--- config.mk ---
export PLATFORM = sky130hd
export DESIGN_NAME = html_entity_decoder_unit
export DESIGN_NICKNAME = d
export VERILOG_FILES = /design/src/design/hed_pkg.sv /design/src/design/hed_front.sv /design/src/design/hed_cmdq.sv /design/src/design/hed_back.sv /design/src/design/html_entity_decoder_unit.sv
export VERILOG_INCLUDE_DIRS = /design/src /design/src/design
export SDC_FILE = /design/constraint.sdc
export NUM_CORES = 1
export LEC_CHECK = 0
export ABC_AREA = 1
export BUFFER_PORTS_ARGS = -buffer_cell sky130_fd_sc_hd__buf_2
export CAP_MARGIN = 20
export CORE_ASPECT_RATIO = 0.9
export CORE_MARGIN = 2
export CORE_UTILIZATION = 45
export CTS_CLUSTER_DIAMETER = 30
export DETAILED_ROUTE_END_ITERATION = 6
export PLACE_DENSITY = 0.72
export SYNTH_ARGS = -nofsm -noshare
export SYNTH_HDL_FRONTEND = slang
export SYNTH_HIERARCHICAL = 1
export SYNTH_SLANG_ARGS = --single-unit
--- constraint.sdc ---
create_clock -name clk -period 6 [get_ports clk]
set_input_delay 1.2 -clock clk [delete_from_list [all_inputs] [get_ports clk]]
set_output_delay 1.2 -clock clk [all_outputs]
set_load 0.05 [all_outputs]
--- src/design/html_entity_decoder_unit_defines.svh ---
// Assertion macros shared by the HTML entity decoder modules.
// Each macro expects clk and arst_n in the scope where it is used.
`ifndef HTML_ENTITY_DECODER_UNIT_DEFINES_SVH
`define HTML_ENTITY_DECODER_UNIT_DEFINES_SVH
// Same-cycle implication, disabled during reset.
`define HED_ASSERT_NOW(lbl, ante, cons, msg) \
	lbl: assert property (@(posedge clk) disable iff (!arst_n) (ante) |-> (cons)) else $error(msg);
// Next-cycle implication, disabled during reset.
`define HED_ASSERT_NEXT(lbl, ante, cons, msg) \
	lbl: assert property (@(posedge clk) disable iff (!arst_n) (ante) |=> (cons)) else $error(msg);
`endif

--- src/design/hed_pkg.sv ---
// Package for the HTML entity decoder: request types, command type, states,
// character codes and the name and UTF-8 helper functions. No dependencies.
package hed_pkg;

	typedef struct packed {
		logic [7:0] in_byte;
		logic       in_last;
	} in_req_t;

	typedef struct packed {
		logic [7:0] out_byte;
		logic       out_last;
	} out_req_t;

	localparam int CP_W = 21;
	localparam logic [CP_W-1:0] CP_MAX = 21'h10FFFF;
	localparam int CMDQ_DEPTH = 4;

	// One command from the front to the back: a raw byte or a code point.
	typedef struct packed {
		logic            raw;
		logic            last;
		logic [CP_W-1:0] cp;
	} cmd_t;

	typedef enum logic [2:0] {
		F_RUN, F_NX, F_NWS, F_NSG, F_NP0, F_NP1, F_NP2, F_NDG
	} front_state_t;

	localparam logic [7:0] CH_AMP   = 8'h26;
	localparam logic [7:0] CH_SEMI  = 8'h3B;
	localparam logic [7:0] CH_HASH  = 8'h23;
	localparam logic [7:0] CH_PLUS  = 8'h2B;
	localparam logic [7:0] CH_MINUS = 8'h2D;
	localparam logic [7:0] CH_ZERO  = 8'h30;
	localparam logic [7:0] CH_LX    = 8'h78;
	localparam logic [7:0] CH_UX    = 8'h58;
	localparam logic [4:0] DIG_NONE = 5'd31;

	// Digit value of a byte, DIG_NONE when it is no hex digit.
	function automatic logic [4:0] digit_value(input logic [7:0] c);
		logic [4:0] r;
		r = DIG_NONE;
		if (c >= 8'h30 && c <= 8'h39) r = 5'(c - 8'h30);
		else if (c >= 8'h61 && c <= 8'h66) r = 5'(c - 8'h57);
		else if (c >= 8'h41 && c <= 8'h46) r = 5'(c - 8'h37);
		return r;
	endfunction

	function automatic logic is_ws(input logic [7:0] c);
		return (c == 8'h20) || (c >= 8'h09 && c <= 8'h0D);
	endfunction

	// Code point of a named reference; key holds the first six body bytes.
	function automatic logic [CP_W-1:0] name_lookup(input logic [47:0] key,
		input logic [2:0] len);
		logic [CP_W-1:0] r;
		r = '0;
		if (len == 3'd3 && key[47:24] == "amp") r = 21'd38;
		if (len == 3'd2 && key[47:32] == "lt") r = 21'd60;
		if (len == 3'd2 && key[47:32] == "gt") r = 21'd62;
		if (len == 3'd4 && key[47:16] == "quot") r = 21'd34;
		if (len == 3'd4 && key[47:16] == "apos") r = 21'd39;
		if (len == 3'd4 && key[47:16] == "nbsp") r = 21'd32;
		if (len == 3'd6 && key == "hellip") r = 21'h2026;
		if (len == 3'd5 && key[47:8] == "mdash") r = 21'h2014;
		if (len == 3'd5 && key[47:8] == "ndash") r = 21'h2013;
		if (len == 3'd5 && key[47:8] == "rsquo") r = 21'h2019;
		if (len == 3'd5 && key[47:8] == "lsquo") r = 21'h2018;
		if (len == 3'd5 && key[47:8] == "ldquo") r = 21'h201C;
		if (len == 3'd5 && key[47:8] == "rdquo") r = 21'h201D;
		if (len == 3'd6 && key == "middot") r = 21'h00B7;
		if (len == 3'd3 && key[47:24] == "deg") r = 21'h00B0;
		if (len == 3'd5 && key[47:8] == "times") r = 21'h00D7;
		if (len == 3'd4 && key[47:16] == "copy") r = 21'h00A9;
		if (len == 3'd5 && key[47:8] == "trade") r = 21'h2122;
		if (len == 3'd3 && key[47:24] == "reg") r = 21'h00AE;
		if (len == 3'd6 && key == "eacute") r = 21'h00E9;
		if (len == 3'd6 && key == "egrave") r = 21'h00E8;
		if (len == 3'd4 && key[47:16] == "bull") r = 21'h2022;
		if (len == 3'd5 && key[47:8] == "prime") r = 21'h2032;
		if (len == 3'd5 && key[47:8] == "Prime") r = 21'h2033;
		return r;
	endfunction

	// Number of UTF-8 bytes minus one.
	function automatic logic [1:0] utf8_len(input logic [CP_W-1:0] cp);
		logic [1:0] r;
		if (cp < 21'h80) r = 2'd0;
		else if (cp < 21'h800) r = 2'd1;
		else if (cp < 21'h10000) r = 2'd2;
		else r = 2'd3;
		return r;
	endfunction

	function automatic logic [7:0] utf8_byte(input logic [CP_W-1:0] cp,
		input logic [1:0] idx);
		logic [7:0] r;
		r = cp[7:0];
		case (utf8_len(cp))
			2'd1: r = (idx == 2'd0) ? {3'b110, cp[10:6]} : {2'b10, cp[5:0]};
			2'd2: begin
				case (idx)
					2'd0: r = {4'b1110, cp[15:12]};
					2'd1: r = {2'b10, cp[11:6]};
					default: r = {2'b10, cp[5:0]};
				endcase
			end
			2'd3: begin
				case (idx)
					2'd0: r = {5'b11110, cp[20:18]};
					2'd1: r = {2'b10, cp[17:12]};
					2'd2: r = {2'b10, cp[11:6]};
					default: r = {2'b10, cp[5:0]};
				endcase
			end
			default: r = cp[7:0];
		endcase
		return r;
	endfunction

endpackage

--- src/design/hed_front.sv ---
// Front of the HTML entity decoder: accepts bytes, keeps a rescan line,
// recognizes references and sends commands to the queue. Uses hed_pkg.
module hed_front #(
	parameter int MAX_SPAN = 12
) (
	input  logic             clk,
	input  logic             arst_n,
	input  logic             in_valid,
	output logic             in_stall,
	input  hed_pkg::in_req_t in_req,
	output logic             push,
	output hed_pkg::cmd_t    push_cmd,
	input  logic             full
);
	import hed_pkg::*;

	localparam int BDEPTH = (MAX_SPAN - 1 > 6) ? MAX_SPAN - 1 : 6;
	localparam int BIW = $clog2(BDEPTH);
	localparam int BLW = $clog2(BDEPTH + 1);
	localparam int AW = $clog2(MAX_SPAN + 1);
	localparam int DEPTH = 1 << AW;

	logic [7:0]      line_q [DEPTH];
	logic [7:0]      body_q [BDEPTH];
	logic [AW-1:0]   wp_q, rp_q, ap_q, rp_d, ap_d;
	logic            pend_q, pend_d, last_q;
	logic [BLW-1:0]  bl_q, bl_d, p_q, p_d, p0_q, p0_d;
	logic            hex_q, hex_d, cnt_q, cnt_d;
	logic [21:0]     v_q, v_d;
	front_state_t    state_q, state_d;
	cmd_t            held_q, emit_cmd;
	logic            held_v_q, emit, flush, fail, body_we, ok, empty, pvalid;
	logic [7:0]      c, bc;
	logic [4:0]      d;
	logic [47:0]     key;
	logic [CP_W-1:0] nm_cp;
	logic [25:0]     acc;

	assign c = line_q[rp_q];
	assign bc = body_q[p_q[BIW-1:0]];
	assign empty = (rp_q == wp_q);
	assign ok = !(held_v_q && full);
	assign pvalid = (p_q < bl_q);
	assign d = digit_value(bc);

	// First six body bytes for the name compare.
	always_comb begin
		for (int i = 0; i < 6; i++) begin
			key[47-8*i -: 8] = body_q[BIW'(i)];
		end
	end
	assign nm_cp = (bl_q <= BLW'(6)) ? name_lookup(key, bl_q[2:0]) : '0;

	// Next accumulator value, saturated above the largest code point.
	always_comb begin
		acc = hex_q ? {v_q, 4'b0} : ({4'b0, v_q} << 3) + ({4'b0, v_q} << 1);
		acc = acc + 26'(d);
		if (acc > 26'(CP_MAX)) acc = 26'(CP_MAX) + 26'd1;
	end

	// Byte processing and serial number parse.
	always_comb begin
		state_d = state_q;
		rp_d = rp_q;
		ap_d = ap_q;
		pend_d = pend_q;
		bl_d = bl_q;
		p_d = p_q;
		p0_d = p0_q;
		hex_d = hex_q;
		cnt_d = cnt_q;
		v_d = v_q;
		body_we = 1'b0;
		emit = 1'b0;
		emit_cmd = '0;
		flush = 1'b0;
		fail = 1'b0;
		in_stall = 1'b1;
		if (ok) begin
			unique case (state_q)
				F_RUN: begin
					if (!empty) begin
						rp_d = rp_q + AW'(1);
						if (!pend_q) begin
							if (c == CH_AMP) begin
								pend_d = 1'b1;
								bl_d = '0;
								ap_d = rp_q;
							end else begin
								emit = 1'b1;
								emit_cmd = '{raw: 1'b1, last: 1'b0, cp: CP_W'(c)};
							end
						end else if (c == CH_SEMI) begin
							if (bl_q != '0 && body_q[0] == CH_HASH) begin
								state_d = F_NX;
								p_d = BLW'(1);
								hex_d = 1'b0;
								cnt_d = 1'b0;
								v_d = '0;
							end else if (nm_cp != '0) begin
								emit = 1'b1;
								emit_cmd = '{raw: 1'b0, last: 1'b0, cp: nm_cp};
								pend_d = 1'b0;
								bl_d = '0;
							end else begin
								fail = 1'b1;
							end
						end else if (bl_q < BLW'(MAX_SPAN - 1)) begin
							body_we = 1'b1;
							bl_d = bl_q + BLW'(1);
						end else begin
							fail = 1'b1;
						end
					end else if (last_q && pend_q) begin
						fail = 1'b1;
					end else begin
						flush = held_v_q;
						in_stall = 1'b0;
					end
				end
				F_NX: begin
					if (pvalid && (bc == CH_LX || bc == CH_UX)) begin
						hex_d = 1'b1;
						p_d = p_q + BLW'(1);
					end
					state_d = F_NWS;
				end
				F_NWS: begin
					if (pvalid && is_ws(bc)) p_d = p_q + BLW'(1);
					else state_d = F_NSG;
				end
				F_NSG: begin
					if (pvalid && bc == CH_MINUS) begin
						state_d = F_RUN;
						fail = 1'b1;
					end else begin
						if (pvalid && bc == CH_PLUS) p_d = p_q + BLW'(1);
						state_d = hex_q ? F_NP0 : F_NDG;
					end
				end
				F_NP0: begin
					if (({1'b0, p_q} + (BLW+1)'(2)) < {1'b0, bl_q} && bc == CH_ZERO) begin
						p0_d = p_q;
						p_d = p_q + BLW'(1);
						state_d = F_NP1;
					end else begin
						state_d = F_NDG;
					end
				end
				F_NP1: begin
					if (bc == CH_LX || bc == CH_UX) begin
						p_d = p_q + BLW'(1);
						state_d = F_NP2;
					end else begin
						p_d = p0_q;
						state_d = F_NDG;
					end
				end
				F_NP2: begin
					if (d >= 5'd16) p_d = p0_q;
					state_d = F_NDG;
				end
				F_NDG: begin
					if (pvalid && d < (hex_q ? 5'd16 : 5'd10)) begin
						v_d = acc[21:0];
						cnt_d = 1'b1;
						p_d = p_q + BLW'(1);
					end else begin
						state_d = F_RUN;
						if (cnt_q && p_q == bl_q && v_q != '0 && v_q <= 22'(CP_MAX)) begin
							emit = 1'b1;
							emit_cmd = '{raw: 1'b0, last: 1'b0, cp: v_q[CP_W-1:0]};
							pend_d = 1'b0;
							bl_d = '0;
						end else begin
							fail = 1'b1;
						end
					end
				end
				default: state_d = F_RUN;
			endcase
		end
		// A failed reference emits the ampersand and rescans its body.
		if (fail) begin
			emit = 1'b1;
			emit_cmd = '{raw: 1'b1, last: 1'b0, cp: CP_W'(CH_AMP)};
			rp_d = ap_q + AW'(1);
			pend_d = 1'b0;
			bl_d = '0;
		end
	end

	// The newest command is held back until it is known whether it ends the item.
	assign push = (emit && held_v_q) || flush;
	always_comb begin
		push_cmd = held_q;
		push_cmd.last = flush ? last_q : 1'b0;
	end

	// Control registers.
	always_ff @(posedge clk or negedge arst_n) begin
		if (!arst_n) begin
			state_q <= F_RUN;
			wp_q <= '0;
			rp_q <= '0;
			ap_q <= '0;
			pend_q <= 1'b0;
			bl_q <= '0;
			last_q <= 1'b0;
			held_v_q <= 1'b0;
		end else begin
			state_q <= state_d;
			rp_q <= rp_d;
			ap_q <= ap_d;
			pend_q <= pend_d;
			bl_q <= bl_d;
			if (in_valid && !in_stall) begin
				wp_q <= wp_q + AW'(1);
				last_q <= in_req.in_last;
			end
			if (emit) held_v_q <= 1'b1;
			else if (flush) held_v_q <= 1'b0;
		end
	end

	// Payload registers.
	always_ff @(posedge clk) begin
		p_q <= p_d;
		p0_q <= p0_d;
		hex_q <= hex_d;
		cnt_q <= cnt_d;
		v_q <= v_d;
		if (emit) held_q <= emit_cmd;
		if (in_valid && !in_stall) line_q[wp_q] <= in_req.in_byte;
		if (body_we) body_q[bl_q[BIW-1:0]] <= c;
	end

endmodule

--- src/design/hed_cmdq.sv ---
// Command queue between the decoder front and back.
// Uses hed_pkg and the assertion macros of the defines header.
`include "html_entity_decoder_unit_defines.svh"
module hed_cmdq (
	input  logic          clk,
	input  logic          arst_n,
	input  logic          push,
	input  hed_pkg::cmd_t push_cmd,
	output logic          full,
	input  logic          pop,
	output hed_pkg::cmd_t pop_cmd,
	output logic          empty
);
	import hed_pkg::*;

	localparam int QW = $clog2(CMDQ_DEPTH);

	cmd_t          mem_q [CMDQ_DEPTH];
	logic [QW-1:0] wr_q, rd_q;
	logic [QW:0]   count_q;

	assign full = (count_q == (QW+1)'(CMDQ_DEPTH));
	assign empty = (count_q == '0);
	assign pop_cmd = mem_q[rd_q];

	// Pointers and fill count.
	always_ff @(posedge clk or negedge arst_n) begin
		if (!arst_n) begin
			wr_q <= '0;
			rd_q <= '0;
			count_q <= '0;
		end else begin
			if (push) wr_q <= wr_q + QW'(1);
			if (pop) rd_q <= rd_q + QW'(1);
			count_q <= count_q + (QW+1)'(push) - (QW+1)'(pop);
		end
	end

	// Entry storage.
	always_ff @(posedge clk) begin
		if (push) mem_q[wr_q] <= push_cmd;
	end

	`HED_ASSERT_NOW(a_no_overflow, push, !full || pop, "command pushed into a full queue")
	`HED_ASSERT_NOW(a_no_underflow, pop, !empty, "command popped from an empty queue")
	`HED_ASSERT_NEXT(a_count_up, push && !pop, count_q == $past(count_q) + 1'b1, "count did not rise")

endmodule

--- src/design/hed_back.sv ---
// Back of the HTML entity decoder: expands commands into output bytes
// and drives the output channel. Uses hed_pkg.
module hed_back (
	input  logic              clk,
	input  logic              arst_n,
	output logic              pop,
	input  hed_pkg::cmd_t     pop_cmd,
	input  logic              empty,
	output logic              out_valid,
	input  logic              out_stall,
	output hed_pkg::out_req_t out_req
);
	import hed_pkg::*;

	cmd_t       cmd_q;
	logic       have_q, take, last_byte;
	logic [1:0] idx_q, nlast;

	assign nlast = cmd_q.raw ? 2'd0 : utf8_len(cmd_q.cp);
	assign last_byte = (idx_q == nlast);
	assign out_valid = have_q;
	assign take = have_q && !out_stall;
	assign pop = (!have_q || (take && last_byte)) && !empty;

	// Current output byte of the held command.
	always_comb begin
		out_req.out_byte = cmd_q.raw ? cmd_q.cp[7:0] : utf8_byte(cmd_q.cp, idx_q);
		out_req.out_last = cmd_q.last && last_byte;
	end

	// Command register and byte index.
	always_ff @(posedge clk or negedge arst_n) begin
		if (!arst_n) begin
			have_q <= 1'b0;
			idx_q <= '0;
		end else if (pop) begin
			have_q <= 1'b1;
			idx_q <= '0;
		end else if (take && last_byte) begin
			have_q <= 1'b0;
		end else if (take) begin
			idx_q <= idx_q + 2'd1;
		end
	end

	always_ff @(posedge clk) begin
		if (pop) cmd_q <= pop_cmd;
	end

endmodule

--- src/design/html_entity_decoder_unit.sv ---
// HTML entity decoder: decodes character references in a byte stream into UTF-8.
// Top level; uses hed_pkg, hed_front, hed_cmdq and hed_back.
//
// Usage: bytes enter on in_valid / in_stall / in_req, a request carrying one
// text byte and its in_last mark. Decoded bytes leave on out_valid / out_stall /
// out_req, with out_last on the final byte caused by a marked input byte.
// A request is taken only when the front finds its rescan line empty, so
// each plain byte is processed in the front before the next one is taken.
// An ampersand body is stored byte by byte; a numeric body is then parsed
// serially: radix mark, white space, sign, 0x prefix and digits.
// A failed reference rescans its body through the front again.
// Output bytes lag the byte that causes them, since the newest command is
// held until the next one or the end of its item.
// Reset clears the front state, the command queue and the output stage; no
// clearing pass is needed. When the receiver stalls, the back holds its byte,
// the four-entry command queue fills, and then the front stops taking requests.
module html_entity_decoder_unit #(
	parameter int MAX_SPAN = 12
) (
	input  logic              clk,
	input  logic              arst_n,
	input  logic              in_valid,
	output logic              in_stall,
	input  hed_pkg::in_req_t  in_req,
	output logic              out_valid,
	input  logic              out_stall,
	output hed_pkg::out_req_t out_req
);
	import hed_pkg::*;

	cmd_t push_cmd, pop_cmd;
	logic push, full, pop, empty;

	// Front: reference recognition.
	hed_front #(.MAX_SPAN(MAX_SPAN)) u_front (
		.clk(clk), .arst_n(arst_n),
		.in_valid(in_valid), .in_stall(in_stall), .in_req(in_req),
		.push(push), .push_cmd(push_cmd), .full(full)
	);

	// Queue between front and back.
	hed_cmdq u_cmdq (
		.clk(clk), .arst_n(arst_n),
		.push(push), .push_cmd(push_cmd), .full(full),
		.pop(pop), .pop_cmd(pop_cmd), .empty(empty)
	);

	// Back: UTF-8 expansion and output channel.
	hed_back u_back (
		.clk(clk), .arst_n(arst_n),
		.pop(pop), .pop_cmd(pop_cmd), .empty(empty),
		.out_valid(out_valid), .out_stall(out_stall), .out_req(out_req)
	);

endmodule

Yosys cells after proc, flatten, opt, wreduce, memory -nomap -nowiden
Memories as Yosys holds them, arrays and structs flattened. A register that Yosys moved wholly into a read port is not among the register bits.
Index checks and enable logic that the tools add are counted.
Operators by class
  $add $sub $neg: 16
  $mul: 0
  order comparisons: 19
  divide/modulo/power cells: 0
  bitwise logic cells: 3
  shift-type cells: 0
  mux-type cells: 165
  equality and inequality tests: 77
  reductions and logical operators: 78
Operators with widths (count)
  40-bit by 39-bit equality test with 1-bit output (second input constant): 10
  14-bit 2-to-1 mux: 19
  48-bit by 47-bit equality test with 1-bit output (second input constant): 4
  23-bit 2-to-1 mux: 7
  32-bit by 31-bit equality test with 1-bit output (second input constant): 5
  22-bit 2-to-1 mux: 6
  4-bit 2-to-1 mux: 28
  24-bit by 23-bit equality test with 1-bit output (second input constant): 3
  1-bit 2-to-1 mux: 62
  8-bit by 6-bit equality test with 1-bit output (second input constant): 7
  1-bit logical AND: 46
  23-bit one-hot mux with 2 select lines: 1
  22-bit one-hot mux with 2 select lines: 1
  21-bit 2-to-1 mux: 2
  6-bit 2-to-1 mux: 6
  16-bit by 15-bit equality test with 1-bit output (second input constant): 2
  4-bit one-hot mux with 8 select lines: 1
  25-bit by 23-bit adder with 26-bit output: 1
  26-bit by 5-bit adder with 26-bit output: 1
  26-bit by 21-bit > comparator with 1-bit output (second input constant): 1
  26-bit 2-to-1 mux: 1
  3-bit equality test (second input constant): 8
  3-bit one-hot mux with 8 select lines: 1
  8-bit one-hot mux with 3 select lines: 1
  62 further kinds: 134
Storage, ports and cells
  input bits: 13
  memory bits (writable): 308
  latch bits: 0
  register bits after elaboration: 86
  memories kept: 3
  bits in read-only memories: 0
  logic and storage cells: 382
Memory list
  u_front.line_q: words 16, bits a word 8, read ports 1, clocked after memory_dff 0, wr ports 1, line hed_front.sv:23  | logic [7:0] line_q [DEPTH];
  u_cmdq.mem_q: words 4, bits a word 23, read ports 1, clocked after memory_dff 1, wr ports 1, line hed_cmdq.sv:18  | cmd_t mem_q [CMDQ_DEPTH];
  u_front.body_q: words 11, bits a word 8, read ports 7, clocked after memory_dff 1, wr ports 1, line hed_front.sv:24  | logic [7:0] body_q [BDEPTH];

Logic depth before layout (Yosys ltp)
An unclocked memory read counts as a cell.
  word-level depth: 41
  gate-level depth with buffers: 41
  gate-level depth less buffers: 37

By module
The synthesis kept the hierarchy.
By module, submodules not included
  hed_front: cells an instance 2204, area an instance 19032.0 um2, instances 1
  hed_cmdq: cells an instance 405, area an instance 4260.3 um2, instances 1
  hed_back: cells an instance 175, area an instance 1586.5 um2, instances 1

Worst setup path after synthesis
No wires, ideal clock.
  path type: register to register
  start point: register (tool-made name)
  end point: register u_front.v_q[20], data pin
  data arrival time: 4.191 ns
  cell stages (with the launch flop): 39
  setup time: 0.274 ns
  path buffers: 4
  slack: 1.534 ns
  cells stage by stage: dfxtp_1 > buf_6 > inv_2 > buf_6 > buf_4 > nand2_1 > nand3_1 > nand3_1 > nand3_1 > nand2_1 > inv_1 > ha_1 > inv_1 > nand4_1 > nand2_1 > inv_1 > nand3_1 > nand2_1 > [... 3 more ...] > fa_1 > nand3b_1 > and2_0 > nor2_1 > nand2_1 > inv_1 > nand3_2 > nor2_2 > nand3_1 > nor3_2 > nand4_1 > nand2_1 > nand3_1 > nand2_1 > nand4_2 > buf_6 > nor2_1 > nor2_1
RTL lines
  end signal: assignment: line hed_front.sv:232  | v_q <= v_d;
  end: declaration: line hed_front.sv:29  | logic [21:0] v_q, v_d;

==> results.ini <==
[floorplanning]
coreArea_um2 = 54500
io_pins = 24
fp.dieArea_um2 = 57200
die_w_um = 252
start_util_pct = 45.6
fp-row-count = 81
fp.dieH_um = 227

[pwr]
total_power_mw = 13.9
p_leak_nw = 12.2
ir_worst_vdd_mv = 0.302
p_per_area_nw_per_um2 = 484

[routing]
drt.antenna.violating_nets = 0
drc = 0
avgViaCountPerCell = 5.41
drt-total-wl_mm = 64.9
first_pass_iters = 6
wire_per_inst_um = 17.6
vias = 19904
drt_iter0_markers = 1903

[setup_path]
path_class = reg -> reg
timing.rr.end = u_front/v_q[12]
cp_max_fo = 24
crit_path_frequent_cell = nand2_1
critPathLaunchType = flop
max_stage_delay_ns = 0.50
path_buf_inv = 6
crit_family = simple AND/OR/NAND/NOR gates
cp.arrival_ns = 5.72
rrSetupSlack_ns = 0.64
reg2reg_depth = 33
endpoint_kind = flop
cp_data_required_time_ns = 6.36
worst_path_max_delay_cell = dfxtp_2

[layout]
multi_input_area_um2 = 9400
fill_cells = 4798
syn_to_final_growth_pct = 15.8
stdcell_count = 3677
seq_area_um2 = 13600
final_nets = 2972
drive_gt1_share_pct = 10.7
antennaDiodeCount = 0

[yosys]
synth_area_leaders = edfxtp_1 (51%), nand2_1 (10%), nand3_1 (6.2%)
synth_area_um2 = 24900
ys_warn_count = 6
seq_area_frac_synth_pct = 54.8
synth_cells = 2784
syn_avg_cell_area_um2 = 8.94
ys.flop_type = edfxtp_1
synth_compound_area_share_pct = 6.24
synth_cell_types = 69
synth_fa_ha_area_share_pct = 3.21
synth.mux.area_fraction_pct = 0
synthSimpleGateAreaFrac_pct = 26.6
synth_top_area_share_pct = 51.3
ys_ff_latch = 461
synth_top_cell_by_area = edfxtp_1
synth_edf_count = 425
synthXorXnorAreaFrac_pct = 1.09
synth_top_family_by_area = simple AND/OR/NAND/NOR gates
synthArstFlopShare_pct = 6.94

[hold_path]
min_path_type = reg -> reg
min-delay-start = u_front/push_cmd[7]
min_to = u_cmdq/mem_q[1][7]
hold_path_depth = 0

[placed_design]
dp_cells = 3511
place_congestion = 0.940
hpwl_mm = 44.6
numPortBuffers = 23

[grt]
grt_pass1_wl_mm = 103
grt_remaining_overflow = 0
track_usage_pct = 22.9
grt_start_max_net_pins = 52
grt_pass1_vias = 19438
antenna_found_initial = 1

[clock_tree]
cts_root_buffer = clkbuf_16
cts_max_level = 3
clock_latency_ns = 0.64
cts_tree = built
cts_sinks = 461
numCtsBuffers = 89
cts_setup_buffers = 0
path_clk_slew_ns = 0.05
clockBufferDepth = 3

[timing]
fin_crit_sh_pct = 89.4
finalMaxSlewViolations = 0
hold_viol_final = 0
rsz0062_at_grt = false
worst_pin_slew_ns = 0.990
setup_tns_ns = 0
clock_skew_ns = 0.0413
finalSetupViolations = 0
fin_crit_ns = 5.36
slew_headroom_pct = 34.0
fmax_mhz = 186

[run]
drv_cap = 0

[status]
status = finished, final reports clean

## where the power goes
part	total [mW]	internal (mW)	switching, mW
sequential	5.12	4.75	0.377
combinational	4.05	1.09	2.96
clock	4.76	3.06	1.71
total	13.9	8.89	5.04
## cell type report
class                      instances  share of cell area, %
clock buffer                     105                   8.05
sequential                       461                   47.4
multi-input combinational       1878                   32.6
timing repair buffer              62                   1.46
tap                              705                   3.06
inverter                         405                   5.28
clock inverter                    61                   2.15
## placed cells by master, fill, tap and decap left out, types with 7 or more instances in the layout
cell / count
buf_2: 23
clkinvlp_4: 10
o22ai_1: 7
nor3_1: 43
edfxtp_1: 425
xor2_1: 23
ha_1: 59
o21ai_1: 31
inv_2: 17
nor2_4: 12
conb_1: 41
o21ai_0: 91
nand2_1: 673
inv_1: 383
o211ai_1: 32
clkinv_1: 14
nand4_1: 37
dfrtp_1: 31
nor2_2: 8
xnor2_1: 8
a21oi_1: 53
clkbuf_1: 14
nor2_1: 314
clkinv_2: 13
nand3_1: 307
clkinv_4: 13
buf_4: 38
clkbuf_16: 90
nor4_1: 8
nand3b_1: 9
nor3_2: 22
nand2_2: 23
## state kept, by name (all words and copies together), names as in the netlist, 2 cells and up, named ones only
| register | cells |
|---|---|
| u_cmdq/mem_q | 92 |
| u_front/p0_q | 4 |
| u_cmdq/wr_q | 2 |
| u_front/v_q | 22 |
| u_back/idx_q | 2 |
| u_front/rp_q | 4 |
| u_front/line_q | 128 |
| u_front/push_cmd | 22 |
| u_cmdq/count_q | 3 |
| u_front/ap_q | 4 |
| u_front/bl_q | 4 |
| u_front/wp_q | 4 |
| u_back/cmd_q | 23 |
| u_front/state_q | 3 |
| u_front/p_q | 4 |
| u_cmdq/rd_q | 2 |
| u_front/body_q | 128 |
## worst max-delay path by stage
stage                     depth (start not counted)  start                 to
final                                            33   flop    u_front/v_q[12]
after global routing                             36   flop    u_front/v_q[12]
after CTS                                        35   flop     u_front/v_q[0]
after detailed placement                         35   flop     u_front/v_q[0]
after global placement                           31   flop  u_cmdq/count_q[2]
after floorplan                                  38   flop    u_front/v_q[20]
## logic make-up (layout without fill, tap and decap cells)
group                      count (synthesis)  count (layout)
other                                      1              41
buffers and inverters                    485             633
and+or+nand+nor                         1482            1482
AOI/OAI and AO/OA                        262             262
xor gates and xnor gates                  31              31
adders and majority gates                 62              62
DFF                                      461             461
## per-stage QoR
stage          setup slack, ns  area [µm²]  hold WS (ns)  util [%]
4_1_cts                  0.459       28800         0.486      52.8
3_5_place_dp             0.509       25900         0.480      47.4
6_report                 0.637       28800         0.491      52.8
3_3_place_gp             0.668       25900         0.461      47.4
5_1_grt                 0.0456       28800         0.507      52.8
2_1_floorplan             1.53       25000         0.454         -
## cells in the mapped netlist, types with 3 or more instances
cell      instances
nor2_4           12
a21oi_1          54
nor3_1           44
o21a_1            3
nand2_1         673
nand2_2          23
a211oi_1          6
nor4_1            8
nor2_2            8
buf_2            37
inv_1           383
nor3b_1           4
a22oi_1           4
buf_6             9
o211ai_1         32
fa_1              3
nand3_1         307
edfxtp_1        425
o21ai_0          91
nand4_1          37
ha_1             59
o21ai_2           3
nor2_1          314
o21ai_1          31
nand3b_1          9
a31oi_1           6
o22ai_1           7
nand2_4           6
inv_2            17
clkinv_1          4
nor3_2           21
buf_4            15
clkbuf_1         17
xor2_1           23
nand3_2           6
dfxtp_1           4
a21o_1            3
xnor2_1           8
dfrtp_1          32
## metal layers
metal / track usage, % / part of all wire (%) / vias to the layer above / routed length [µm]
li1: - / - / 9511 / -
met5: 0 / 0.020 / - / 13
met2: 37.8 / 46 / 852 / 30100
met1: 30.8 / 44 / 9412 / 28300
met4: 7.02 / 2.3 / 2 / 1460
met3: 4.53 / 7.8 / 127 / 5060
## timing repair
item | in CTS | in global routing
hold buffers | 0 | 0
setup endpoints to repair | 0 | 19
gates resized for setup | 0 | 1
Note: power is estimated with default switching activity, not from simulation.
